File: config.mk
export PLATFORM = sky130hd
export DESIGN_NAME = fcvd_queue
export DESIGN_NICKNAME = d
export VERILOG_FILES = /design/src/rtl/core/fcvd_pkg.sv /design/src/rtl/core/fcvd_queue.sv
export SDC_FILE = /design/constraint.sdc
export NUM_CORES = 1
export LEC_CHECK = 0
export ABC_AREA = 0
export BUFFER_PORTS_ARGS = -buffer_cell sky130_fd_sc_hd__buf_4
export CAP_MARGIN = 10
export CORE_AREA = 2 2 114 116
export DETAILED_ROUTE_END_ITERATION = 8
export DIE_AREA = 0 0 116 118
export PLACE_DENSITY = 0.77
export RECOVER_POWER = 50
export SYNTH_ARGS = -nofsm -noshare
export SYNTH_HDL_FRONTEND = slang
export SYNTH_SLANG_ARGS = --single-unit
File: constraint.sdc
create_clock -name clk -period 4.9 [get_ports clk]
set_input_delay 0 -clock clk [delete_from_list [all_inputs] [get_ports clk]]
set_output_delay 0 -clock clk [all_outputs]
set_load 0.01 [all_outputs]
File: src/rtl/core/fcvd_pkg.sv
// Shared types and constants of the face corner vertex dedup unit.
// No dependencies; front end, queue, engine, top and checker use scoped names.
`timescale 1ns / 1ps
`default_nettype none
package fcvd_pkg;
	localparam int REF_W     = 22;
	localparam int IDX_W     = 20;
	localparam int CNT_W     = 21;
	localparam int MAX_ATTR  = 1 << IDX_W;
	localparam int TBL_DEPTH = 4096;
	localparam int SLOT_W    = 12;
	localparam int VTX_W     = 12;
	localparam int UNIQ_W    = 13;
	localparam logic [63:0] HASH_SEED = 64'd1469598103934665603;
	localparam logic [63:0] HASH_GOLD = 64'h9e3779b97f4a7c15;

	typedef enum logic [2:0] {
		ACT_CLEAR  = 3'd0,
		ACT_POS    = 3'd1,
		ACT_UV     = 3'd2,
		ACT_NRM    = 3'd3,
		ACT_CORNER = 3'd4
	} action_t;

	typedef enum logic [2:0] {
		ST_OK   = 3'd0,
		ST_POS  = 3'd1,
		ST_UV   = 3'd2,
		ST_NRM  = 3'd3,
		ST_FULL = 3'd4
	} status_t;

	typedef enum logic [1:0] {
		OP_CLEAR,
		OP_ERR,
		OP_LOOK
	} op_t;

	typedef enum logic [2:0] {
		F_IDLE,
		F_MIXA,
		F_MIXB,
		F_PUSH
	} front_state_t;

	typedef enum logic [2:0] {
		B_CLEAR,
		B_IDLE,
		B_ISSUE,
		B_LOOK,
		B_EMIT
	} back_state_t;

	// Resolved key; absent uv or normal carries a zero index.
	typedef struct packed {
		logic [IDX_W-1:0] p;
		logic             tp;
		logic [IDX_W-1:0] t;
		logic             np;
		logic [IDX_W-1:0] n;
	} key_t;

	typedef struct packed {
		op_t               op;
		status_t           status;
		logic [SLOT_W-1:0] home;
		key_t              key;
	} job_t;

	typedef struct packed {
		logic             valid;
		key_t             key;
		logic [VTX_W-1:0] vtx;
	} slot_t;

	typedef struct packed {
		status_t          status;
		logic [VTX_W-1:0] vtx;
		logic             is_new;
		key_t             key;
	} res_t;

	localparam int SLOT_BITS = $bits(slot_t);
	localparam int JOB_BITS  = $bits(job_t);
endpackage
`default_nettype wire

File: src/rtl/core/fcvd_queue.sv
// Two-entry job queue between the front end and the table engine.
// Depends on fcvd_pkg.
`timescale 1ns / 1ps
`default_nettype none
module fcvd_queue (
	input  wire logic           clk,
	input  wire logic           arst_n,
	input  wire logic           push,
	input  wire fcvd_pkg::job_t push_job,
	output logic                full,
	input  wire logic           pop,
	output logic                empty,
	output fcvd_pkg::job_t      head
);
	fcvd_pkg::job_t ent_q [2];
	logic       wp_q, rp_q;
	logic [1:0] cnt_q;

	assign full = cnt_q == 2'd2;
	assign empty = cnt_q == 2'd0;
	assign head = ent_q[rp_q];

	always_ff @(posedge clk or negedge arst_n) begin
		if (!arst_n) begin
			wp_q <= 1'b0;
			rp_q <= 1'b0;
			cnt_q <= '0;
		end else begin
			if (push && !full) wp_q <= !wp_q;
			if (pop && !empty) rp_q <= !rp_q;
			cnt_q <= cnt_q + {1'b0, push && !full} - {1'b0, pop && !empty};
		end
	end

	always_ff @(posedge clk) begin
		if (push && !full) ent_q[wp_q] <= push_job;
	end
endmodule
`default_nettype wire

# --- Yosys cells after proc, flatten, opt, wreduce, memory -nomap -nowiden ---
# Memory sizes are Yosys's and may differ from the RTL's.
# Index checks and enable logic that the tools add are counted.
classes:
  eq_ne: 1
  bitwise: 0
  n_shift: 0
  div_mod_pow: 0
  n_mux: 2
  n_addsub: 2
  n_mul: 0
  order_cmp: 0
  n_reduce_logical: 7
ops:
  columns: ["op", "count"]
  rows:
  - ["$logic_not 1->1", 4]
  - ["$add 2x1->2", 1]
  - ["$eq 2x2->1 const B", 1]
  - ["$logic_and 1x1->1", 2]
  - ["$logic_not 2->1", 1]
  - ["$mux 1", 2]
  - ["$sub 2x1->2", 1]
totals:
  rom_bits: 0
  n_memories: 1
  ramBits: 158
  latch_bits: 0
  ff_bits: 4
mem_list:
  columns: ["name", "depth", "width", "rd", "rd_clocked_by_memory_dff", "write_ports", "line", "source"]
  rows:
  - ["ent_q", 2, 79, 1, 0, 1, "fcvd_queue.sv:15", "fcvd_pkg::job_t ent_q [2];"]

# --- Longest topological paths before layout ---
# Gate-level depths: netlist of run 1.
depth:
  ltp_word: 5
  mapped_depth: 7
  ltp_nobuf: 7

# --- Worst setup path after synthesis of run 1 ---
# Ideal clock, no wire load.
synth_path:
  path_type: "register -> register"
  start: "register cnt_q[1]"
  end: "memory ent_q[0][0] (netlist bit), enable pin"
  arrival_ns: 3.890
  period_less_slack_ns: 4.407
  path_stages_with_launch: 4
  setup_slack_ns: 0.493
  path_buffers: 0
  setup_ns: 0.517
  cell_sequence: "dfrtp_1 nand2b_1 nand2_1 nor2_1"
synth_between:
  elab_chain_cells: 5
synth_lines:
  columns: ["item", "line", "source"]
  rows:
  - ["from (decl)", "fcvd_queue.sv:17", "logic [1:0] cnt_q;"]
  - ["from (signal assigned)", "fcvd_queue.sv:31", "cnt_q <= cnt_q + {1'b0, push && !full} - {1'b0, pop && !empty};"]
  - ["$eq 2x2->1", "fcvd_queue.sv:19", "assign full = cnt_q == 2'd2;"]
  - ["$logic_not 1->1", "fcvd_queue.sv:36", "if (push && !full) ent_q[wp_q] <= push_job;"]
  - ["$logic_and 1x1->1", "fcvd_queue.sv:36", null]
  - ["$mux 1", "fcvd_queue.sv:36", null]
  - ["$mux 1 (not written as such)", "fcvd_queue.sv:36", null]
  - ["to (decl)", "fcvd_queue.sv:15", null]
# No other way between the ends.

==> results of run 1 <==
-- power groups by stage --
stage / clock, mW / sequential (mW) / combinational, mW
4_1_cts: 1.31 / 2.11 / 1.67
5_1_grt: 1.38 / 2.14 / 1.73
2_1_floorplan: 0 / 2.01 / 1.19
3_3_place_gp: 0 / 2.11 / 1.59
3_5_place_dp: 0 / 2.14 / 1.61
6_report: 1.29 / 2.11 / 1.62
-- what timing repair did --
action | 4_1_cts | 5_1_grt
gates resized for setup | 0 | 0
hold buffers | 83 | 0
hold endpoints to repair | 164 | 0
-- cell usage in the layout, fill, tap and decap left out, drive strengths merged --
cell	n
and3	1
buf	85
bufinv	3
clkbuf	102
clkinv	4
clkinvlp	3
dfrtp	4
dlygate4sd3	83
edfxtp	158
ha	2
inv	2
mux2	79
nand2	1
nand2b	1
nor2	2
nor2b	1
xnor2	3
xor2	1
-- cell type report --
class	count	area share (%)
Multi-Input combinational cell	91	14.42
Timing Repair Buffer	249	22.21
Clock inverter	10	1.530
Clock buffer	21	4.942
Inverter	2	0.08423
Tap cell	172	2.415
Sequential cell	162	54.40
-- metal layers --
metal / wire (um) / global-route usage, % / up-vias
met5: 0 / 0 / -
met4: 143 / 6.696 / 0
met3: 566 / 5.098 / 12
met2: 6206 / 30.37 / 113
met1: 4733 / 20.72 / 1570
li1: - / - / 1561
-- through the flow --
stage	worst slack, ns	util [%]
finish	2.283	71.79
CTS	2.211	72.61
global route	2.165	71.79
floorplan	0.4930	-
detailed placement	2.353	61.27
global placement	2.478	61.27
-- final timing paths --
check,start,to,depth (start not counted)
worst max-delay path,rp_q,head[3],3
worst min-delay path,push_job[62],ent_q[1][62],2
worst max register to register,cnt_q[0],ent_q[0][49],4
worst min register to register,cnt_q[1],cnt_q[1],1
max in group asynchronous,arst_n,rp_q,3
min in group asynchronous,arst_n,cnt_q[0],3
-- flip-flops by register name, indices dropped and copies added, names as in the netlist --
register	count
cnt_q	2
ent_q	158
rp_q	1
wp_q	1
-- Yosys cell counts --
cell	count	area [um^2]
buf_12	8	160.2
nor2_1	2	7.510
dfrtp_1	4	100.1
nand2b_1	1	6.260
nor2b_1	1	6.260
ha_1	2	25.02
edfxtp_1	158	4745
mux2_4	79	1186
and3_1	1	6.260
xnor2_1	3	26.28
xor2_1	1	8.760
buf_6	1	11.26
inv_1	2	7.510
nand2_1	1	3.750
-- cells by family after synthesis --
kind of cell	share of synthesized area [%]
xor gates and xnor gates	0.5562
adders and majority gates	0.3972
buffers and inverters	2.840
DFF	76.90
muxes	18.83
and+or+nand+nor	0.4768
==> metrics.md, run 1 <==
| Metric | Value |
|---|---|
| Routed wire per std cell | `approximately 16 um` |
| Num CTS Buffers | `17` |
| N_diodes | `0` |
| Data required time of the critical path | `4.90 ns` |
| Crit Path Class | `flip-flop to output port` |
| Multi-input gate area | `1285 um^2` |
| Critical path fanouts, max | `53` |
| Area delta synth->final | `41.47%` |
| Crit start category | `flip-flop` |
| Status | `finished, violations left` |
| Full die area | `13,690 um^2` |
| Number of global-route vias before repair | `3,510` |
| Largest net degree at the start of global routing | `80` |
| CP Cell Sequence | `buf_4, mux2_4, buf_4` |
| Ys Warns | `0` |
| Initial Utilization | `slightly above 50%` |
| FF-to-FF setup slack | `2.41 ns` |
| Hold slack | `around 0.33 ns` |
| Hold Fails Final Rpt | `0` |
| Critical Path End Type | `output port` |
| Logic pwr share | `32.3%` |
| Clk_lat worst skew | `0.41 ns` |
| RSZ-0062 raised after global routing | `false` |
| Fin cells | `707` |
| Avg Inst Size Synth | `~24 um^2` |
| Critical Path AT | `around 2.6 ns` |
| Total GRT Usage | `17.63%` |
| Total clock sinks | `162` |
| Post-CTS setup buffers | `0` |
| Overflow after GRT | `0` |
| Worst clock skew | `0.008541 ns` |
| Drt initial violations | `179` |
| Slowest stage delay, CP | `1.08 ns` |
| Failing checks | `capacitance limit, slew limit` |
| DRT Wirelength | `11,650 um` |
| I/O Pins | `164` |
| Tot Pwr | `between 5 and 6 mW` |
| Worst path most repeated cell | `buf_4` |
| Final setup vio count | `0` |
| Initial antenna violation count | `0` |
| Share of cells above drive strength 1 | `46.54%` |
| Nets | `608` |
| Mapped Area | `6300 um^2` |
| Final period util | `53.40%` |
| Core Area | `12,410 um^2` |
| Cells after Synth | `approximately 260` |
| CTS Root Cell | `clkbuf_16` |
| WP buf/inv | `2` |
| Crit-path slowest cell | `dfrtp_4` |
| Max Clock Freq | `approximately 380 MHz` |
| Max cap viols | `1` |
| Final instance area | `between 8000 and 9000 um^2` |
| Setup TNS | `0 ns` |
| Synth Net Count | `between 300 and 400` |
| First-pass GRT wire length | `17,630 um` |
| Via density per instance | `around 4.6` |
| 1st-pass router iterations | `5` |
| Fin. max-slew vios | `80` |
| Sw Share | `27.08%` |
| CTS tree | `built` |
| Worst-Margin Slew | `1.868 ns` |
| #FFs+latches synth | `about 160` |
| Flop pwr share | `42.0%` |
| Max clock buf depth | `2` |
| Worst hold path class | `primary input to flip-flop` |
| PwrDens | `about 560 nW/um^2` |
| Sw power | `1.360 mW` |
| Clock network fraction of design power | `25.7%` |
| Die width | `116 um` |
| Min Clock Period, post-route | `around 2.6 ns` |
| Placed Cells incl. Taps | `593` |
| Cell variety after synth | `14` |
| Register area share after synthesis | `between 70 and 80%` |
| Number of port buffers | `around 160` |
| Pint | `3.663 mW` |
| Cell family with most CP delay | `flip-flops` |
| Reg area | `4848 um^2` |
| Via count | `3,256` |
| Post-DP HPWL | `6745 um` |
| H-tree depth | `4` |
| Fill cells | `803` |
| Vert. Die Dim | `118 um` |
| Slew Limit Headroom | `-24.54%` |
| Antenna viol nets, final | `0` |
| Leakage | `3.531 nW` |
| Routability Congestion | `0.7201` |
| Clock transition at the registers of the reported paths | `0.06 ns` |
| Placed instance area | `about 7600 um^2` |
| Peak VDD IR | `524.4 uV` |
| DRC | `0` |
| Num rows | `41` |
Note: power is estimated with default switching activity, not from simulation.
==> run 2, diff against run 1 <==
ABC_AREA = 1   (was 0)
CORE_AREA = 2 2 117 119   (was 2 2 114 116)
DIE_AREA = 0 0 119 121   (was 0 0 116 118)
PLACE_DENSITY = 0.74   (was 0.77)
clock period = 2.15 ns   (was 4.9 ns; I/O delays follow)
==> run 2 against run 1 <==
The run now ends clean. Clock skew grew 0.0030 ns. Sequential cell count unchanged. Synthesized cell count grew 69%. Sequential share of layout area is 1.3 points higher. Via count rose by 27%. Die area grew 5.2%. Worst hold slack better by 0.00092 ns. Global-route usage up 0.69 points. Area after synthesis fell by 4.2%. First-iteration DRC count increased by 23%. Sequential power rose by 120%. Critical endpoint is now ent_q[1][10].
==> metrics.md, run 2 <==
| Metric | Value |
|---|---|
| Worst clock skew | `0.01153 ns` |
| CTS tree | `built` |
| Clock transition at the registers of the reported paths | `0.06 ns` |
| Setup TNS | `0 ns` |
| Post-cts resize count | `0` |
| Core Area | `13,090 um^2` |
| Worst R2R End | `ent_q[1][10]` |
| Data required time of the critical path | `2.18 ns` |
| CTS Root Cell | `clkbuf_16` |
| Post-DP HPWL | `7446 um` |
| Nets | `784` |
| Min Clock Period, post-route | `1.913 ns` |
| Mux cell area share after synthesis | `0%` |
| Die width | `roughly 120 um` |
| Final period util | `between 80% and 90%` |
| Tot Pwr | `11.22 mW` |
| Synth Area in Compound Gates | `0%` |
| Critical path fanouts, max | `40` |
| Worst Setup SP | `cnt_q[0]` |
| PwrDens | `1289 nW/um^2` |
| Largest net degree at the start of global routing | `81` |
| Worst setup margin | `around 0.24 ns` |
| Multi-input gate area | `982.2 um^2` |
| Synth Net Count | `531` |
| Max clock buf depth | `2` |
| Mapped Area | `6037 um^2` |
| Commonest non-fill, non-tap cell in the layout | `nand2_1` |
| Post-synth top area cell | `edfxtp_1` |
| FF-to-FF setup slack | `0.24 ns` |
| Worst Hold End | `ent_q[0][12]` |
| Initial antenna violation count | `0` |
| Vert. Die Dim | `121 um` |
| Initial Utilization | `46.14%` |
| Worst hold path class | `primary input to flip-flop` |
| H-tree depth | `4` |
| Full die area | `14,400 um^2` |
| Num CTS Buffers | `17` |
| Slew Limit Headroom | `between 30% and 40%` |
| R2R cell count | `5` |
| DRC | `0` |
| Post-synth top flop | `edfxtp_1` |
| Crit Reg-Reg Startpoint | `cnt_q[0]` |
| Share of cells above drive strength 1 | `24.30%` |
| Max Clock Freq | `522.7 MHz` |
| Most frequent cell after synthesis | `nand2_1` |
| RSZ-0062 raised after global routing | `false` |
| Clk_lat worst skew | `0.41 ns` |
| Biggest regs | `ent_q: 158 flops, cnt_q: 2 flops` |
| Top cells by area, synth | `edfxtp_1, nand2_1, buf_6, dfrtp_1, buf_4` |
| Core Util, Final | `66.52%` |
| Number of port buffers | `163` |
| Crit Path Class | `flip-flop to flip-flop` |
| Top reg by flops | `ent_q` |
| Xor and xnor area share after synthesis | `0%` |
| First-pass GRT wire length | `20,110 um` |
| Via count | `roughly 4,100` |
| Main combinational cell family by area after synthesis | `simple AND/OR/NAND/NOR gates` |
| Number of global-route vias before repair | `about 4,200` |
| Synth Area in Simple Gates | `15.85%` |
| Placed Cells incl. Taps | `around 770` |
| Fin. max-slew vios | `0` |
| #FFs+latches synth | `162` |
| Hold Fails Final Rpt | `0` |
| Setup WS pre-CTS | `roughly 0.7 ns` |
| Final setup vio count | `0` |
| Register area share after synthesis | `80.25%` |
| Hold Crit Start | `push_job[12]` |
| Cells after Synth | `around 450` |
| Routability Congestion | `approximately 0.70` |
| Crit start category | `flip-flop` |
| Critical Path End Type | `flip-flop` |
| Status | `finished clean` |
| Hold Path Stages | `2` |
| I/O Pins | `about 160` |
| 1st-pass router iterations | `4` |
| Worst-Margin Slew | `around 0.96 ns` |
| Total clock sinks | `162` |
| Drt initial violations | `220` |
| Synth top area share | `78.59%` |
| Reg area | `4846 um^2` |
| Most frequent cells in the layout | `nand2_1, edfxtp_1, dlygate4sd3_1, buf_4, clkbuf_4` |
| Fill cells | `936` |
| Fraction of registers with async set/reset | `2.469%` |
| Synth top cells by count | `nand2_1, edfxtp_1, inv_1, buf_6, buf_4` |
| Number of flip-flops under the largest register name | `158` |
| Cell variety after synth | `10` |
| Post-Synth Adder-Cell Area | `0.4145%` |
| Critical Path AT | `between 1.5 and 2 ns` |
| Avg Inst Size Synth | `13.54 um^2` |
| Overflow after GRT | `0` |
| Num rows | `42` |
| DRT Wirelength | `12,940 um` |
| Antenna viol nets, final | `0` |
| Total GRT Usage | `around 18%` |
| Max cap viols | `0` |
| Leakage | `3.680 nW` |
| Via density per instance | `4.662` |
| Ys Warns | `0` |
| N_diodes | `0` |
| Fin cells | `888` |
| Post-synth EDFFs | `roughly 160` |
| Area delta synth->final | `44.19%` |
| Peak VDD IR | `just over 900 uV` |
| Routed wire per std cell | `14.57 um` |
## run 2: cell count changes after synthesis, sizes merged, moves of 3 or more
| cell | change |
|---|---|
| nand3 | +3 |
| mux2 | -79 |
| nand2 | +249 |
| buf | +8 |
| xnor2 | -3 |
| inv | +9 |
## run 2: critical path: stages, from the launching register on
cell and delay [ns]:
dfrtp_1 0.36, inv_1 0.07, nand2_1 0.10, nand2_1 0.09, nor2_1 0.12, buf_2 0.75
## run 2: cells by family after synthesis
| logic type | after synthesis |
|---|---|
| flops | 162 |
| fa+ha+maj | 2 |
| simple gates | 254 |
| buf+inv | 28 |
## run 2: layout make-up
| type | instances | area share, % |
|---|---|---|
| clock buffers | 19 | 4.973 |
| clock inverters | 13 | 1.639 |
| inverters | 11 | 0.5750 |
| multi-input cells | 256 | 11.28 |
| flip-flops and latches | 162 | 55.67 |
| well taps | 176 | 2.530 |
| repair buffers | 251 | 23.33 |
## run 2: stage by stage
stage | hold WS [ns] | instance area (um^2)
final | 0.3326 | 8705
after global routing | 0.3226 | 8705
after CTS | 0.2988 | 8838
after detailed placement | -0.1995 | 7432
after global placement | -0.1979 | 7432
after floorplan | -0.2956 | 6048
## run 2: report_power, final
group | internal (mW) | total, mW | switching (mW)
logic | 1.56 | 3.77 | 2.21
clock network | 1.80 | 2.91 | 1.11
registers | 4.31 | 4.54 | 0.227
total | 7.68 | 11.2 | 3.55
## run 2: repair_timing
item,CTS,global route
buffers inserted,0,0
hold endpoints to repair,164,0
hold buffers,83,0
## run 2: layer usage
metal	track usage [%]	share of wire, %	wire, um	vias to the layer above
met2	33.26	54	6959	159
met4	5.878	1.5	190	0
met1	20.42	39	5061	1965
li1	-	-	-	1999
met3	5.921	5.6	727	17
met5	0	0	0	-
## run 2: how the worst max path moves through the flow
| stage | to | slack [ns] |
|---|---|---|
| final | ent_q[1][10] | 0.24 |
| after global routing | ent_q[1][16] | 0.12 |
| after CTS | head[74] | 0.35 |
| after detailed placement | cnt_q[1] | 0.69 |
| after global placement | ent_q[0][17] | 0.74 |
| after floorplan | ent_q[1][0] | -0.02 |
