[src/rtl/core/fcvd_pkg.sv]
// Shared types and constants of the face corner vertex dedup unit.
// No dependencies; front end, queue, engine, top and checker use scoped names.
`timescale 1ns / 1ps
`default_nettype none
package fcvd_pkg;
	localparam int REF_W     = 22;
	localparam int IDX_W     = 20;
	localparam int CNT_W     = 21;
	localparam int MAX_ATTR  = 1 << IDX_W;
	localparam int TBL_DEPTH = 4096;
	localparam int SLOT_W    = 12;
	localparam int VTX_W     = 12;
	localparam int UNIQ_W    = 13;
	localparam logic [63:0] HASH_SEED = 64'd1469598103934665603;
	localparam logic [63:0] HASH_GOLD = 64'h9e3779b97f4a7c15;

	typedef enum logic [2:0] {
		ACT_CLEAR  = 3'd0,
		ACT_POS    = 3'd1,
		ACT_UV     = 3'd2,
		ACT_NRM    = 3'd3,
		ACT_CORNER = 3'd4
	} action_t;

	typedef enum logic [2:0] {
		ST_OK   = 3'd0,
		ST_POS  = 3'd1,
		ST_UV   = 3'd2,
		ST_NRM  = 3'd3,
		ST_FULL = 3'd4
	} status_t;

	typedef enum logic [1:0] {
		OP_CLEAR,
		OP_ERR,
		OP_LOOK
	} op_t;

	typedef enum logic [2:0] {
		F_IDLE,
		F_MIXA,
		F_MIXB,
		F_PUSH
	} front_state_t;

	typedef enum logic [2:0] {
		B_CLEAR,
		B_IDLE,
		B_ISSUE,
		B_LOOK,
		B_EMIT
	} back_state_t;

	// Resolved key; absent uv or normal carries a zero index.
	typedef struct packed {
		logic [IDX_W-1:0] p;
		logic             tp;
		logic [IDX_W-1:0] t;
		logic             np;
		logic [IDX_W-1:0] n;
	} key_t;

	typedef struct packed {
		op_t               op;
		status_t           status;
		logic [SLOT_W-1:0] home;
		key_t              key;
	} job_t;

	typedef struct packed {
		logic             valid;
		key_t             key;
		logic [VTX_W-1:0] vtx;
	} slot_t;

	typedef struct packed {
		status_t          status;
		logic [VTX_W-1:0] vtx;
		logic             is_new;
		key_t             key;
	} res_t;

	localparam int SLOT_BITS = $bits(slot_t);
	localparam int JOB_BITS  = $bits(job_t);
endpackage
`default_nettype wire

[src/rtl/core/fcvd_if.sv]
// Valid/ready channel interfaces for the corner input and the result output.
// Depends on nothing but the field widths of the block.
`timescale 1ns / 1ps
`default_nettype none
interface fcvd_in_if;
	logic               valid;
	logic               ready;
	logic [2:0]         action;
	logic signed [21:0] pos_ref;
	logic signed [21:0] uv_ref;
	logic signed [21:0] normal_ref;
	modport source (output valid, action, pos_ref, uv_ref, normal_ref, input ready);
	modport sink (input valid, action, pos_ref, uv_ref, normal_ref, output ready);
endinterface

`default_nettype wire

[src/rtl/core/fcvd_front.sv]
// Front end: accepts items, keeps the attribute counts, resolves references
// and computes the slot hash. Depends on fcvd_pkg and fcvd_if.
`timescale 1ns / 1ps
`default_nettype none
module fcvd_front (
	input  wire logic      clk,
	input  wire logic      arst_n,
	input  wire logic      init_busy,
	fcvd_in_if.sink        corner,
	output logic           push,
	input  wire logic      q_full,
	output fcvd_pkg::job_t job
);
	typedef struct packed {
		logic                       ok;
		logic [fcvd_pkg::IDX_W-1:0] idx;
	} rs_t;

	function automatic rs_t resolve(input logic signed [21:0] rf,
			input logic [fcvd_pkg::CNT_W-1:0] cnt);
		logic signed [22:0] r;
		logic signed [22:0] c;
		rs_t o;
		c = $signed({2'b00, cnt});
		r = '0;
		o.ok = 1'b0;
		if (rf > 0) begin
			r = $signed({rf[21], rf}) - 23'sd1;
			o.ok = r < c;
		end else if (rf < 0) begin
			r = c + $signed({rf[21], rf});
			o.ok = !r[22];
		end
		o.idx = r[fcvd_pkg::IDX_W-1:0];
		return o;
	endfunction

	fcvd_pkg::front_state_t st_q, st_d;
	logic [1:0]                 mix_q;
	logic [63:0]                h_q, a_q, h_next, mix_x;
	logic [fcvd_pkg::CNT_W-1:0] pcnt_q, tcnt_q, ncnt_q;
	fcvd_pkg::job_t             job_q;
	fcvd_pkg::key_t             key_d;
	logic                       fire, corner_err;
	rs_t                        rp, rt, rn;

	assign fire = corner.valid && corner.ready;
	assign rp = resolve(corner.pos_ref, pcnt_q);
	assign rt = resolve(corner.uv_ref, tcnt_q);
	assign rn = resolve(corner.normal_ref, ncnt_q);
	assign corner_err = !rp.ok || (corner.uv_ref != 0 && !rt.ok)
		|| (corner.normal_ref != 0 && !rn.ok);
	assign h_next = h_q ^ (a_q + (h_q >> 2));
	assign job = job_q;

	// Resolved key of the item on the input; absent fields carry zero.
	always_comb begin
		key_d.p = rp.idx;
		key_d.tp = corner.uv_ref != 0;
		key_d.t = (corner.uv_ref != 0) ? rt.idx : '0;
		key_d.np = corner.normal_ref != 0;
		key_d.n = (corner.normal_ref != 0) ? rn.idx : '0;
	end

	always_comb begin
		case (mix_q)
			2'd0:    mix_x = {44'b0, job_q.key.p};
			2'd1:    mix_x = job_q.key.tp ? {44'b0, job_q.key.t} : '1;
			default: mix_x = job_q.key.np ? {44'b0, job_q.key.n} : '1;
		endcase
	end

	// Next state.
	always_comb begin
		st_d = st_q;
		case (st_q)
			fcvd_pkg::F_IDLE: begin
				if (fire) begin
					if (corner.action == fcvd_pkg::ACT_CLEAR) begin
						st_d = fcvd_pkg::F_PUSH;
					end else if (corner.action == fcvd_pkg::ACT_CORNER) begin
						st_d = corner_err ? fcvd_pkg::F_PUSH : fcvd_pkg::F_MIXA;
					end
				end
			end
			fcvd_pkg::F_MIXA: st_d = fcvd_pkg::F_MIXB;
			fcvd_pkg::F_MIXB: st_d = (mix_q == 2'd2) ? fcvd_pkg::F_PUSH : fcvd_pkg::F_MIXA;
			fcvd_pkg::F_PUSH: if (!q_full) st_d = fcvd_pkg::F_IDLE;
			default: st_d = fcvd_pkg::F_IDLE;
		endcase
	end

	// Outputs.
	always_comb begin
		corner.ready = 1'b0;
		push = 1'b0;
		case (st_q)
			fcvd_pkg::F_IDLE: corner.ready = !init_busy;
			fcvd_pkg::F_PUSH: push = !q_full;
			default: begin
				corner.ready = 1'b0;
				push = 1'b0;
			end
		endcase
	end

	always_ff @(posedge clk or negedge arst_n) begin
		if (!arst_n) begin
			st_q <= fcvd_pkg::F_IDLE;
			pcnt_q <= '0;
			tcnt_q <= '0;
			ncnt_q <= '0;
		end else begin
			st_q <= st_d;
			if (fire) begin
				case (corner.action)
					fcvd_pkg::ACT_CLEAR: begin
						pcnt_q <= '0;
						tcnt_q <= '0;
						ncnt_q <= '0;
					end
					fcvd_pkg::ACT_POS:
						if (pcnt_q != fcvd_pkg::CNT_W'(fcvd_pkg::MAX_ATTR)) pcnt_q <= pcnt_q + 1'b1;
					fcvd_pkg::ACT_UV:
						if (tcnt_q != fcvd_pkg::CNT_W'(fcvd_pkg::MAX_ATTR)) tcnt_q <= tcnt_q + 1'b1;
					fcvd_pkg::ACT_NRM:
						if (ncnt_q != fcvd_pkg::CNT_W'(fcvd_pkg::MAX_ATTR)) ncnt_q <= ncnt_q + 1'b1;
					default: begin
					end
				endcase
			end
		end
	end

	always_ff @(posedge clk) begin
		if (fire) begin
			job_q.home <= '0;
			h_q <= fcvd_pkg::HASH_SEED;
			mix_q <= 2'd0;
			if (corner.action == fcvd_pkg::ACT_CLEAR) begin
				job_q.op <= fcvd_pkg::OP_CLEAR;
				job_q.status <= fcvd_pkg::ST_OK;
				job_q.key <= '0;
			end else if (corner_err) begin
				// The first failing check wins: position, then uv, then normal.
				job_q.op <= fcvd_pkg::OP_ERR;
				job_q.key <= '0;
				if (!rp.ok) job_q.status <= fcvd_pkg::ST_POS;
				else if (corner.uv_ref != 0 && !rt.ok) job_q.status <= fcvd_pkg::ST_UV;
				else job_q.status <= fcvd_pkg::ST_NRM;
			end else begin
				job_q.op <= fcvd_pkg::OP_LOOK;
				job_q.status <= fcvd_pkg::ST_OK;
				job_q.key <= key_d;
			end
		end else if (st_q == fcvd_pkg::F_MIXA) begin
			a_q <= mix_x + fcvd_pkg::HASH_GOLD + (h_q << 6);
		end else if (st_q == fcvd_pkg::F_MIXB) begin
			h_q <= h_next;
			mix_q <= mix_q + 2'd1;
			job_q.home <= h_next[fcvd_pkg::SLOT_W-1:0];
		end
	end
endmodule
`default_nettype wire

[src/flat_wrapper.sv]
// flat-port wrapper written by rule: the top's interface ports become plain ports
module fcvd_front_flat 
  (clk, arst_n, init_busy, push, q_full, job, corner_valid, corner_action, corner_pos_ref, corner_uv_ref, corner_normal_ref, corner_ready);
  fcvd_in_if corner_i ();
  input  wire logic clk;
  input  wire logic arst_n;
  input  wire logic init_busy;
  output logic push;
  input  wire logic q_full;
  output fcvd_pkg::job_t job;
  input wire logic [$bits(corner_i.valid)-1:0] corner_valid;
  input wire logic [$bits(corner_i.action)-1:0] corner_action;
  input wire logic [$bits(corner_i.pos_ref)-1:0] corner_pos_ref;
  input wire logic [$bits(corner_i.uv_ref)-1:0] corner_uv_ref;
  input wire logic [$bits(corner_i.normal_ref)-1:0] corner_normal_ref;
  output wire logic [$bits(corner_i.ready)-1:0] corner_ready;
  assign corner_i.valid = corner_valid;
  assign corner_i.action = corner_action;
  assign corner_i.pos_ref = corner_pos_ref;
  assign corner_i.uv_ref = corner_uv_ref;
  assign corner_i.normal_ref = corner_normal_ref;
  assign corner_ready = corner_i.ready;
  fcvd_front u_core (.clk(clk), .arst_n(arst_n), .init_busy(init_busy), .corner(corner_i), .push(push), .q_full(q_full), .job(job));
endmodule
[config.mk]
export PLATFORM = sky130hd
export DESIGN_NAME = fcvd_front_flat
export DESIGN_NICKNAME = d
export VERILOG_FILES = /design/src/rtl/core/fcvd_pkg.sv /design/src/rtl/core/fcvd_if.sv /design/src/rtl/core/fcvd_front.sv /design/src/flat_wrapper.sv
export SDC_FILE = /design/constraint.sdc
export NUM_CORES = 1
export LEC_CHECK = 0
export BUFFER_PORTS_ARGS = -buffer_cell sky130_fd_sc_hd__buf_4
export CAP_MARGIN = 20
export CORE_MARGIN = 5
export CORE_UTILIZATION = 64
export CTS_BUF_LIST = sky130_fd_sc_hd__clkbuf_4 sky130_fd_sc_hd__clkbuf_8
export DETAILED_ROUTE_END_ITERATION = 10
export GPL_TIMING_DRIVEN = 0
export PLACE_DENSITY = 0.83
export SKIP_LAST_GASP = 1
export SLEW_MARGIN = 0
export SYNTH_ARGS = -nofsm -noshare
export SYNTH_HDL_FRONTEND = slang
export SYNTH_SLANG_ARGS = --single-unit
[constraint.sdc]
create_clock -name clk -period 6.3 [get_ports clk]
set_input_delay 0.945 -clock clk [delete_from_list [all_inputs] [get_ports clk]]
set_output_delay 0.945 -clock clk [all_outputs]
set_load 0.01 [all_outputs]
After elaboration in Yosys (flattened, before gate mapping)

Index checks and enable logic that the tools add are counted.
Widths: inputs -> output; s select.

Register bits: 275
Bits in latches: 0
Memory bits (writable): 0
Memory bits (read-only): 0
Input bits: 74
Output and inout port bits: 81
Logic and storage cells: 128
Memories: 0

Add/sub/neg operators: 13
Multiply operators: 0
Div/mod/pow operators: 0
$lt $le $gt $ge: 9
Equality and inequality tests: 18
Shift-type cells: 0
Mux-type cells: 33
Bitwise logic cells: 7
Reductions and logical operators: 32

Operators with widths:

| cell                   | number |
|---|---|
| $mux 64                | 2 |
| $pmux 64 s2            | 1 |
| $pmux 21 s2            | 3 |
| $mux 20                | 6 |
| $add 22x22->23         | 3 |
| $lt 23x22->1           | 3 |
| $sub 22x2->23 const B  | 3 |
| $gt 22x1->1 const B    | 3 |
| $lt 22x1->1 const B    | 3 |
| $add 64x62->64         | 1 |
| $add 64x64->64         | 1 |
| $add 64x64->64 const B | 1 |
| $reduce_bool 32->1     | 2 |
| $xor 64x64->64         | 1 |
| $add 21x1->21 const B  | 3 |
| $mux 21                | 3 |
| $ne 21x21->1 const B   | 3 |
| $mux 3                 | 5 |
| $eq 3x2->1 const B     | 4 |
| $pmux 3 s4             | 1 |
| $reduce_and 3->1       | 4 |
| $mux 1                 | 9 |
| $reduce_or 3->1        | 3 |
| $logic_not 1->1        | 8 |
| 18 further kinds       | 36 |

Longest topological paths before layout

Gate-level depths: netlist of run 1.

Depth after elaboration: 13
Gate-level depth with buffers: 21
Gate-level depth less buffers: 19

Worst setup path before layout of run 1

OpenSTA, ideal clock, no wires.

Kind: reg2reg
Start point: reg u_core.mix_q[0]
End point: reg u_core.a_q[60] (data pin)
Library setup time: 0.263 ns
Data arrival time: 5.045 ns
Required time: 6.037 ns
Setup slack: 0.992 ns
Stages on the path, launching flop included: 21
Path buffers: 1
Clock period less this slack: 5.308 ns
Cell sequence: dfxtp_1 > inv_1 > ha_1 > nor2_1 > nor2_1 > a21oi_1 > inv_1 > ha_1 > inv_1 > ha_1 > clkbuf_1 > nand4_1 > or4_1 > nor3_1 > nand4_1 > a211oi_1 > o21bai_1 > o21ba_2 > o31ai_1 > a21oi_1 > xnor2_1

Longest elaborated chain between the ends: 4
Elaborated cells between the ends (all ways): 5
Classes of those cells: add/sub: 2; eq/ne: 1; mux: 1; reduce/logical: 1

Ends and longest elaborated chain:

| element                                       | RTL line          | text |
|---|---|---|
| from (decl)                                   | fcvd_front.sv:39  | `logic [1:0] mix_q;` |
| from (signal assigned)                        | fcvd_front.sv:160 | `mix_q <= mix_q + 2'd1;` |
| $eq 2x1->1 or $logic_not 2->1 (tied branches) | fcvd_front.sv:66  | `case (mix_q)` |
| $pmux 64 s2 (*)                               | fcvd_front.sv:66  |  |
| $add 64x64->64 (*) (2 in a row)               | fcvd_front.sv:157 | `a_q <= mix_x + fcvd_pkg::HASH_GOLD + (h_q << 6);` |
| to (signal assigned)                          | fcvd_front.sv:157 |  |
| to (decl)                                     | fcvd_front.sv:40  | `logic [63:0] h_q, a_q, h_next, mix_x;` |

Mark *: on every way between the ends. The rest lies on a longest branch, timed or not.
A chain may end at the register's enable or synchronous reset.

Worst setup path after layout of run 1

Start point: reg u_core.mix_q[0]
End point: reg u_core.a_q[46] (data pin)

The elaborated chain is that of the path after synthesis.

==> metrics.yaml, run 1 <==
synth_top_family_by_area: "compound AO/OA/AOI/OAI gates"
route.met3.wl_um: 7640
vias: 24700
worstMarginPinSlew_ps: 1070
start_util: 0.649
final_nets: 3631
wl_met1_um: 32800
overflow: 0
dp_hpwl_um: 66400
worstSetupStartpointType: "register"
wl_um: 84500
drt_iter0_drc: 2200
fp.dieW_um: 208
path_class: "reg2reg"
syn_inst: 3023
crit_fanout: 10
cp.arrival_ps: 6150
wl_met2_um: 38400
drv_cap: 0
avgRoutedWirePerCell_um: 22.3
antenna_found_initial: 0
synth-async-reset-ratio: 0.244
rsz0062_at_grt: "no"
dieArea_mm2: 0.0433
diodes: 0
cts_buffer_depth: 3
grt_pass1_wl_um: 130000
slew_violations: 0
cts.clk_slew.worst_paths_ps: 60
min_period_over_period: 0.917
synth-edff-count: 130
synth_ff_type: "edfxtp_1"
synth_cell_types: 91
route.detailed.drc: 0
drt_pre_antenna_iters: 7
fin_crit_ps: 5770
area_growth_pct: 12.2
hp-class: "in2async"
setup_viol_count_final: 0
synth-xor-area-share: 0.0983
h-tree-depth: 2
cts-root-buf: "clkbuf_8"
grt_pass1_vias: 24100
nFillCells: 3003
port_buffers: 150
cts_sinks: 266
finalHoldViolCount: 0
cts_inserted_buffers: 50
grt_max_degree: 66
synth-compound-area-share: 0.215
core_area_mm2: 0.0387
place.gp.congestion: 1.00
cp-end-kind: "register"
synth_seq_area_share: 0.277
r2r_setup_slack_ps: 530
clock_latency_ps: 650
viasPerCell: 6.51
ant_nets: 0
yosys.area_share.simple: 0.187
utilization: 0.728
syn_nets: 3420
max_freq_mhz: 173
clock_skew_ps: 29.2
syn_avg_cell_area_um2: 8.31
die_h_um: 208
std_cell_rows: 72
cts_tree: "done"
yosys_warnings: 0
netlist_area_mm2: 0.0251
grtUsageTotal: 0.371
ios: 155
ys_ff_latch: 266
cp_data_required_time_ps: 6670
cts_hold_buf: 0
routed.top_layer: "met4"
synth_mux_area_frac: 0.00677
layout-drive-gt1-share: 0.0998
outcome: "complete, no violations"
synthAdderAreaFrac: 0.162
slew_headroom: 0.276
-- worst max-delay path: stages (launching register included) --
cell	delay (ps)
dfxtp_1	350
inv_1	90
ha_1	260
nor2_1	190
clkbuf_1	280
clkbuf_1	320
o21ai_0	240
nand3_1	120
ha_1	230
ha_1	370
nand3_1	110
or2_2	360
o211ai_1	410
a21oi_1	200
o31ai_1	570
a31o_2	260
a21oi_1	170
o41ai_1	650
a21oi_1	170
xnor2_1	170
-- flip-flops by register name, indices dropped and copies added (netlist names) --
signal,count
u_core.a_q,64
u_core.pcnt_q,21
u_core.st_q,2
u_core.job,77
u_core.h_q,58
u_core.tcnt_q,21
u_core.ncnt_q,21
u_core.mix_q,2
-- cell usage after synthesis (all sizes together), types with 8 or more instances --
library cell / instances / area share
ha: 319 / 0.16
a21oi: 245 / 0.049
nor2: 241 / 0.036
inv: 229 / 0.034
nand2: 226 / 0.034
o21ai: 196 / 0.039
xnor2: 192 / 0.067
edfxtp: 130 / 0.16
a21o: 97 / 0.029
clkbuf: 90 / 0.014
xor2: 90 / 0.031
nand3: 89 / 0.018
nor3: 82 / 0.017
dfxtp: 71 / 0.057
dfrtp: 65 / 0.065
nand4: 49 / 0.013
or3: 44 / 0.011
and3: 40 / 0.010
o21bai: 37 / 0.011
nor4: 36 / 0.010
o21a: 34 / 0.010
buf: 29 / 0.0067
o211ai: 29 / 0.0087
a211oi: 28 / 0.0084
nor2b: 28 / 0.0070
nand2b: 27 / 0.0067
a22oi: 21 / 0.0063
o31ai: 20 / 0.0060
a2111oi: 18 / 0.0081
a31oi: 18 / 0.0045
mux2i: 17 / 0.0068
and2: 16 / 0.0040
or4: 15 / 0.0048
or2: 14 / 0.0035
nor3b: 10 / 0.0030
a211o: 9 / 0.0031
a21boi: 9 / 0.0027
a31o: 8 / 0.0028
and4: 8 / 0.0028
-- layout make-up --
type	count	area, um2	area share
buffer	119	510	0.0181
clock buffer	72	903	0.0320
clock inverter	22	262	0.00927
inverter	230	867	0.0307
multi-input combinational	2408	16800	0.596
sequential	266	6950	0.246
tap	518	648	0.0230
timing repair buffer	158	1240	0.0441
timing repair inverter	1	5.00	0.000177
-- routing by layer --
layer / vias up / track usage
li1: 11400 / -
met1: 11600 / 0.466
met2: 1371 / 0.601
met3: 325 / 0.0712
met4: 0 / 0.213
met5: - / 0
-- cell families (layout without fill, tap and decap cells) --
kind of cell,Yosys count,count (layout)
AOI/OAI and AO/OA,842,842
xor gates and xnor gates,282,282
adders and majority gates,323,323
buffers and inverters,349,602
DFF,266,266
muxes,17,17
other,1,1
and+or+nand+nor,943,943
-- per-stage QoR --
step	hold WS, ps	setup WS (ps)	area [um2]	TNS, ps	instances
5_1_grt	483	219	28200	0	3794
3_3_place_gp	451	-1250	26900	-47470	3691
3_5_place_dp	469	107	27000	0	3696
6_report	416	526	28200	0	3794
2_1_floorplan	438	992	25100	0	3023
4_1_cts	439	252	28200	0	3790
-- layout by cell type, fill, tap and decap left out, types with 10 or more instances in the layout --
master    count
ha_1        319
a21oi_1     243
nor2_1      241
inv_1       227
nand2_1     226
xnor2_1     192
o21ai_0     191
buf_4       163
edfxtp_1    130
a21o_1       97
xor2_1       90
nand3_1      89
clkbuf_1     88
nor3_1       79
dfxtp_1      71
dfrtp_1      65
clkbuf_8     58
nand4_1      48
or3_1        44
and3_1       40
o21bai_1     37
o21a_1       34
nor4_1       33
o211ai_1     29
a211oi_1     28
nand2b_1     27
nor2b_1      27
a22oi_1      21
o31ai_1      20
a31oi_1      18
mux2i_1      17
and2_1       16
or2_2        14
clkbuf_4     14
or4_1        13
buf_2        13
clkinv_2     11
nor3b_1      10
-- path summary, 6_finish.rpt --
| kind | startpoint | endpoint | cells past startpoint |
|---|---|---|---|
| min in group clk | u_core.h_q[58]$_SDFFE_PP1P_ | u_core.h_q[58]$_SDFFE_PP1P_ | 1 |
| max in group asynchronous | arst_n | u_core.ncnt_q[14]$_DFFE_PN0P_ | 1 |
| worst max-delay path | u_core.mix_q[0]$_SDFFE_PP0P_ | u_core.a_q[46]$_DFFE_PP_ | 19 |
| worst max register to register | u_core.mix_q[0]$_SDFFE_PP0P_ | u_core.a_q[46]$_DFFE_PP_ | 19 |
| worst min register to register | u_core.h_q[58]$_SDFFE_PP1P_ | u_core.h_q[58]$_SDFFE_PP1P_ | 1 |
| worst min-delay path | arst_n | u_core.pcnt_q[19]$_DFFE_PN0P_ | 1 |
-- repair_timing --
action,in CTS,in global routing
buffers inserted,0,3
gates resized for setup,0,1
setup endpoints to repair,0,4
Power of run 1 is left out: the tool's default activity adds up to more than one toggle a clock period on the data nets, which glitch-free logic cannot reach.
==> run 2: changes to the inputs <==
CORE_UTILIZATION = 55   (was 64)
PLACE_DENSITY = 0.73   (was 0.83)
==> metrics.yaml, run 2 (synthesis results as in run 1) <==
drt_iter0_drc: 2226  # +1.2%
instances_no_fill: 3875  # +2.1%
place.gp.congestion: 0.984  # -2.0%
cts_sinks: 266  # unchanged
h-tree-depth: 2  # unchanged
avgRoutedWirePerCell_um: 21.7  # -2.6%
crit_fanout: 13  # +3
overflow: 0  # unchanged
drv_cap: 0  # unchanged
setup_viol_count_final: 0  # unchanged
max_freq_mhz: 170  # -1.6%
dp_hpwl_um: 67500  # +1.7%
cp-end-kind: "register"
finalHoldViolCount: 0  # unchanged
cts.clk_slew.worst_paths_ps: 70  # about the same
grt_max_degree: 66  # unchanged
final_common_cell: "ha_1"
cp_data_required_time_ps: 6680  # about the same
largest_reg_flops: 77  # unchanged
grtUsageTotal: 0.323  # -0.0480
utilization: 0.625  # -0.103
port_buffers: 150  # unchanged
post-place-ws_ps: 110  # +3.84 ps
cp.arrival_ps: 6250  # +100 ps
hp-class: "in2async"
start_util: 0.555  # -0.0938
path_class: "reg2reg"
worstMarginPinSlew_ps: 1080  # +5.78 ps
core_area_mm2: 0.0453  # +17%
rsz0062_at_grt: "no"
drt_pre_antenna_iters: 6  # -1
layout-drive-gt1-share: 0.0980  # -0.00177
post-place-cells: 3778  # +2.2%
route.detailed.drc: 0  # unchanged
cts-root-buf: "clkbuf_8"
mostFrequentLayoutCells: "ha_1, a21oi_1, nor2_1"
clock_latency_ps: 640  # about the same
slew_violations: 0  # unchanged
area_growth_pct: 12.7
fin_ws_ps: 435  # -91.3 ps
fp.dieW_um: 224  # +7.5%
cts_hold_buf: 0  # unchanged
viasPerCell: 6.20  # -4.8%
min_period_over_period: 0.931  # +0.0145
die_h_um: 224  # +7.5%
dieArea_mm2: 0.0501  # +16%
grt_pass1_wl_um: 129000  # -0.90%
ios: 155  # unchanged
grt_pass1_vias: 23100  # -4.1%
ant_nets: 0  # unchanged
tns_ps: 0  # unchanged
final_nets: 3630  # -0.028%
clock_skew_ps: 26.8  # -2.45 ps
cts_inserted_buffers: 49  # -2.0%
antenna_found_initial: 0  # unchanged
wl_um: 84000  # -0.55%
fin_crit_ps: 5870  # +91.3 ps
cts_buffer_depth: 3  # unchanged
worstSetupStartpointType: "register"
vias: 24000  # -2.8%
slew_headroom: 0.273  # -0.00244
cts_tree: "done"
outcome: "complete, no violations"
std_cell_rows: 78  # +8.3%
## run 2: repair_timing
item                                    4_1_cts  5_1_grt
endpoints found under the setup margin        0        7
buffers inserted                              0        2
resized for setup                             0        1
## run 2: path summary, 6_finish.rpt
path | start | to | slack, ps | depth (start not counted)
hold / removal | arst_n | u_core.pcnt_q[19]$_DFFE_PN0P_ | 420 | 1
setup reg to reg | u_core.mix_q[0]$_SDFFE_PP0P_ | u_core.a_q[62]$_DFFE_PP_ | 430 | 21
setup / recovery | u_core.mix_q[0]$_SDFFE_PP0P_ | u_core.a_q[62]$_DFFE_PP_ | 430 | 21
min in group clk | u_core.h_q[63]$_SDFFE_PP0P_ | u_core.h_q[63]$_SDFFE_PP0P_ | 460 | 1
max in group asynchronous | arst_n | u_core.ncnt_q[14]$_DFFE_PN0P_ | 5220 | 1
hold reg to reg | u_core.h_q[63]$_SDFFE_PP0P_ | u_core.h_q[63]$_SDFFE_PP0P_ | 460 | 1
## run 2: metal layers
metal | vias up | track usage | wire (um)
met5 | - | 0 | 0
met4 | 0 | 0.165 | 4820
met3 | 236 | 0.0505 | 6040
met2 | 912 | 0.527 | 38400
met1 | 11400 | 0.418 | 34800
li1 | 11400 | - | -
## run 2: area by class of cell
class / count / area, um2
fill: 4014 / 17000
inverter: 230 / 867
multi-input combinational: 2408 / 16800
tap: 600 / 751
sequential: 266 / 6950
timing repair inverter: 1 / 5.00
timing repair buffer: 158 / 1250
buffer: 119 / 510
antenna: 1 / 2.50
clock buffer: 65 / 851
clock inverter: 27 / 315
## run 2: metrics by stage
step / hold slack (ps) / instance area [um2]
detailed placement: 459 / 27100
global route: 480 / 28300
global placement: 450 / 27000
finish: 417 / 28300
floorplan: 438 / 25100
CTS: 439 / 28300
## run 2: critical path, cell delays in order (launching register included)
cell	delay, ps
dfxtp_1	360
inv_1	90
ha_1	250
nor2_1	110
nor2_1	50
a21oi_2	670
clkinvlp_4	230
buf_4	250
ha_1	300
inv_1	30
ha_1	260
clkbuf_1	280
nand4_1	180
or4_1	550
nor3_1	200
nand4_1	190
a211oi_1	560
o21bai_1	190
o311ai_1	380
a21oi_1	160
o21ai_1	210
xor2_1	90
Power of run 2 is left out for the same reason.
==> run 3: changes to the inputs <==
MAX_ROUTING_LAYER = met4   (was not set)
==> metrics.yaml, run 3 (synthesis results as in run 1) <==
slew_violations: 0  # unchanged
slowest_delay_ps: 650  # -20 ps
drt_iter0_drc: 2111  # -5.2%
fp.dieW_um: 224  # unchanged
avgRoutedWirePerCell_um: 21.9  # +1.2%
rsz0062_at_grt: "no"
grt_pass1_vias: 23400  # +1.0%
min_period_over_period: 0.924  # -0.00712
area_growth_pct: 12.8  # about the same
crit_chain: "inv_1, ha_1, nor2_1, nor2_1, a21oi_2, clkinvlp_4, buf_4, ha_1, inv_1, ha_1, clkbuf_1, nand4_1, or4_1, nor3_1, nand4_1, a211oi_1, o21bai_1, o311ai_1, a21oi_1, o21ai_1, xor2_1"
route.detailed.drc: 0  # unchanged
core_area_mm2: 0.0453  # unchanged
cts_hold_buf: 0  # unchanged
cp_data_required_time_ps: 6690  # about the same
whs_ps: 389  # -28.5 ps
h-tree-depth: 2  # unchanged
slew_headroom: 0.263  # -0.00997
drt_pre_antenna_iters: 5  # -1
dieArea_mm2: 0.0501  # unchanged
cts_buffer_depth: 3  # unchanged
setup_viol_count_final: 0  # unchanged
tns_ps: 0  # unchanged
worstSetupStartpointType: "register"
path_class: "reg2reg"
vias: 24100  # +0.37%
cts.clk_slew.worst_paths_ps: 60  # about the same
r2r_setup_slack_ps: 480  # +40 ps
cts-root-buf: "clkbuf_8"
fin_crit_ps: 5820  # -44.9 ps
final_nets: 3635  # +0.14%
cts_sinks: 266  # unchanged
largest_reg_flops: 77  # unchanged
clock_latency_ps: 670  # +30 ps
finalHoldViolCount: 0  # unchanged
place.gp.congestion: 0.975  # -0.95%
cp.arrival_ps: 6210  # -40 ps
start_util: 0.555  # unchanged
ios: 155  # unchanged
ant_nets: 0  # unchanged
die_h_um: 224  # unchanged
viasPerCell: 6.20  # +0.11%
layout-drive-gt1-share: 0.101  # +0.00339
crit_top_cell: "ha_1"
max_freq_mhz: 172  # +0.77%
ff2ff_path_depth: 21  # unchanged
mostFrequentLayoutCells: "ha_1, a21oi_1, nor2_1"
cp-end-kind: "register"
grt_pass1_wl_um: 129000  # +0.61%
antenna_found_initial: 1  # +1
hp-class: "in2async"
outcome: "complete, no violations"
worstMarginPinSlew_ps: 1100  # +17.6 ps
clock_skew_ps: 38.1  # +11.4 ps
cts_inserted_buffers: 53  # +8.2%
timing.rr.end: "u_core.a_q[62]$_DFFE_PP_"
dp_hpwl_um: 68000  # +0.71%
std_cell_rows: 78  # unchanged
final_common_cell: "ha_1"
slowest_stage: "a21oi_2"
wl_um: 85200  # +1.4%
cts_tree: "done"
reg2reg_from: "u_core.mix_q[0]$_SDFFE_PP0P_"
crit_fanout: 11  # -2
overflow: 0  # unchanged
grt_max_degree: 66  # unchanged
grtUsageTotal: 0.335  # +0.0120
port_buffers: 150  # unchanged
drv_cap: 0  # unchanged
==> run 3: area by class of cell <==
type	count	area [um2]
diodes	2	5.00
plain buffers	119	510
clock buffers	82	1020
clock inverters	18	165
fillers	4115	16900
inverters	230	867
multi-input cells	2408	16800
flip-flops and latches	266	6950
well taps	600	751
repair buffers	159	1250
repair inverters	1	5.00
==> run 3: worst max path at each step <==
stage                                to  cells after the start  slack, ps                         start
6_report       u_core.a_q[62]$_DFFE_PP_                     21        480  u_core.mix_q[0]$_SDFFE_PP0P_
3_3_place_gp   u_core.a_q[60]$_DFFE_PP_                     20      -1440  u_core.mix_q[0]$_SDFFE_PP0P_
5_1_grt        u_core.a_q[62]$_DFFE_PP_                     21        180  u_core.mix_q[0]$_SDFFE_PP0P_
3_5_place_dp   u_core.a_q[60]$_DFFE_PP_                     20         90  u_core.mix_q[0]$_SDFFE_PP0P_
4_1_cts        u_core.a_q[60]$_DFFE_PP_                     20        110  u_core.mix_q[0]$_SDFFE_PP0P_
2_1_floorplan  u_core.a_q[60]$_DFFE_PP_                     20        990  u_core.mix_q[0]$_SDFFE_PP0P_
==> run 3: worst max-delay path, delay by kind of cell, from the launching register on <==
family / cells / cell delay (ps)
simple gates: 6 / 1260
flops: 1 / 360
xor+xnor: 1 / 100
compound gates: 6 / 2100
fa+ha+maj: 3 / 840
buf+inv: 5 / 890
==> run 3: through the flow <==
step,std cells,utilization,area [um2],setup slack [ps]
2_1_floorplan,3023,-,25100,992
3_3_place_gp,3773,0.596,27000,-1440
3_5_place_dp,3778,0.599,27100,93.5
4_1_cts,3878,0.625,28300,111
5_1_grt,3884,0.626,28300,180
6_report,3885,0.626,28300,480
==> run 3: routing by layer <==
metal / wire (um) / share of wire / vias up / GRT usage
met4: 4350 / 0.051 / 0 / 0.149
met1: 35600 / 0.42 / 11500 / 0.417
met2: 39100 / 0.46 / 1002 / 0.540
met5: 0 / 0 / - / -
met3: 6170 / 0.072 / 232 / 0.0562
li1: - / - / 11400 / -
==> run 3: timing repair <==
action	in CTS	in global routing
setup endpoints to repair	0	5
resized for setup	0	1
setup buffers	0	4
Power of run 3 is left out for the same reason.
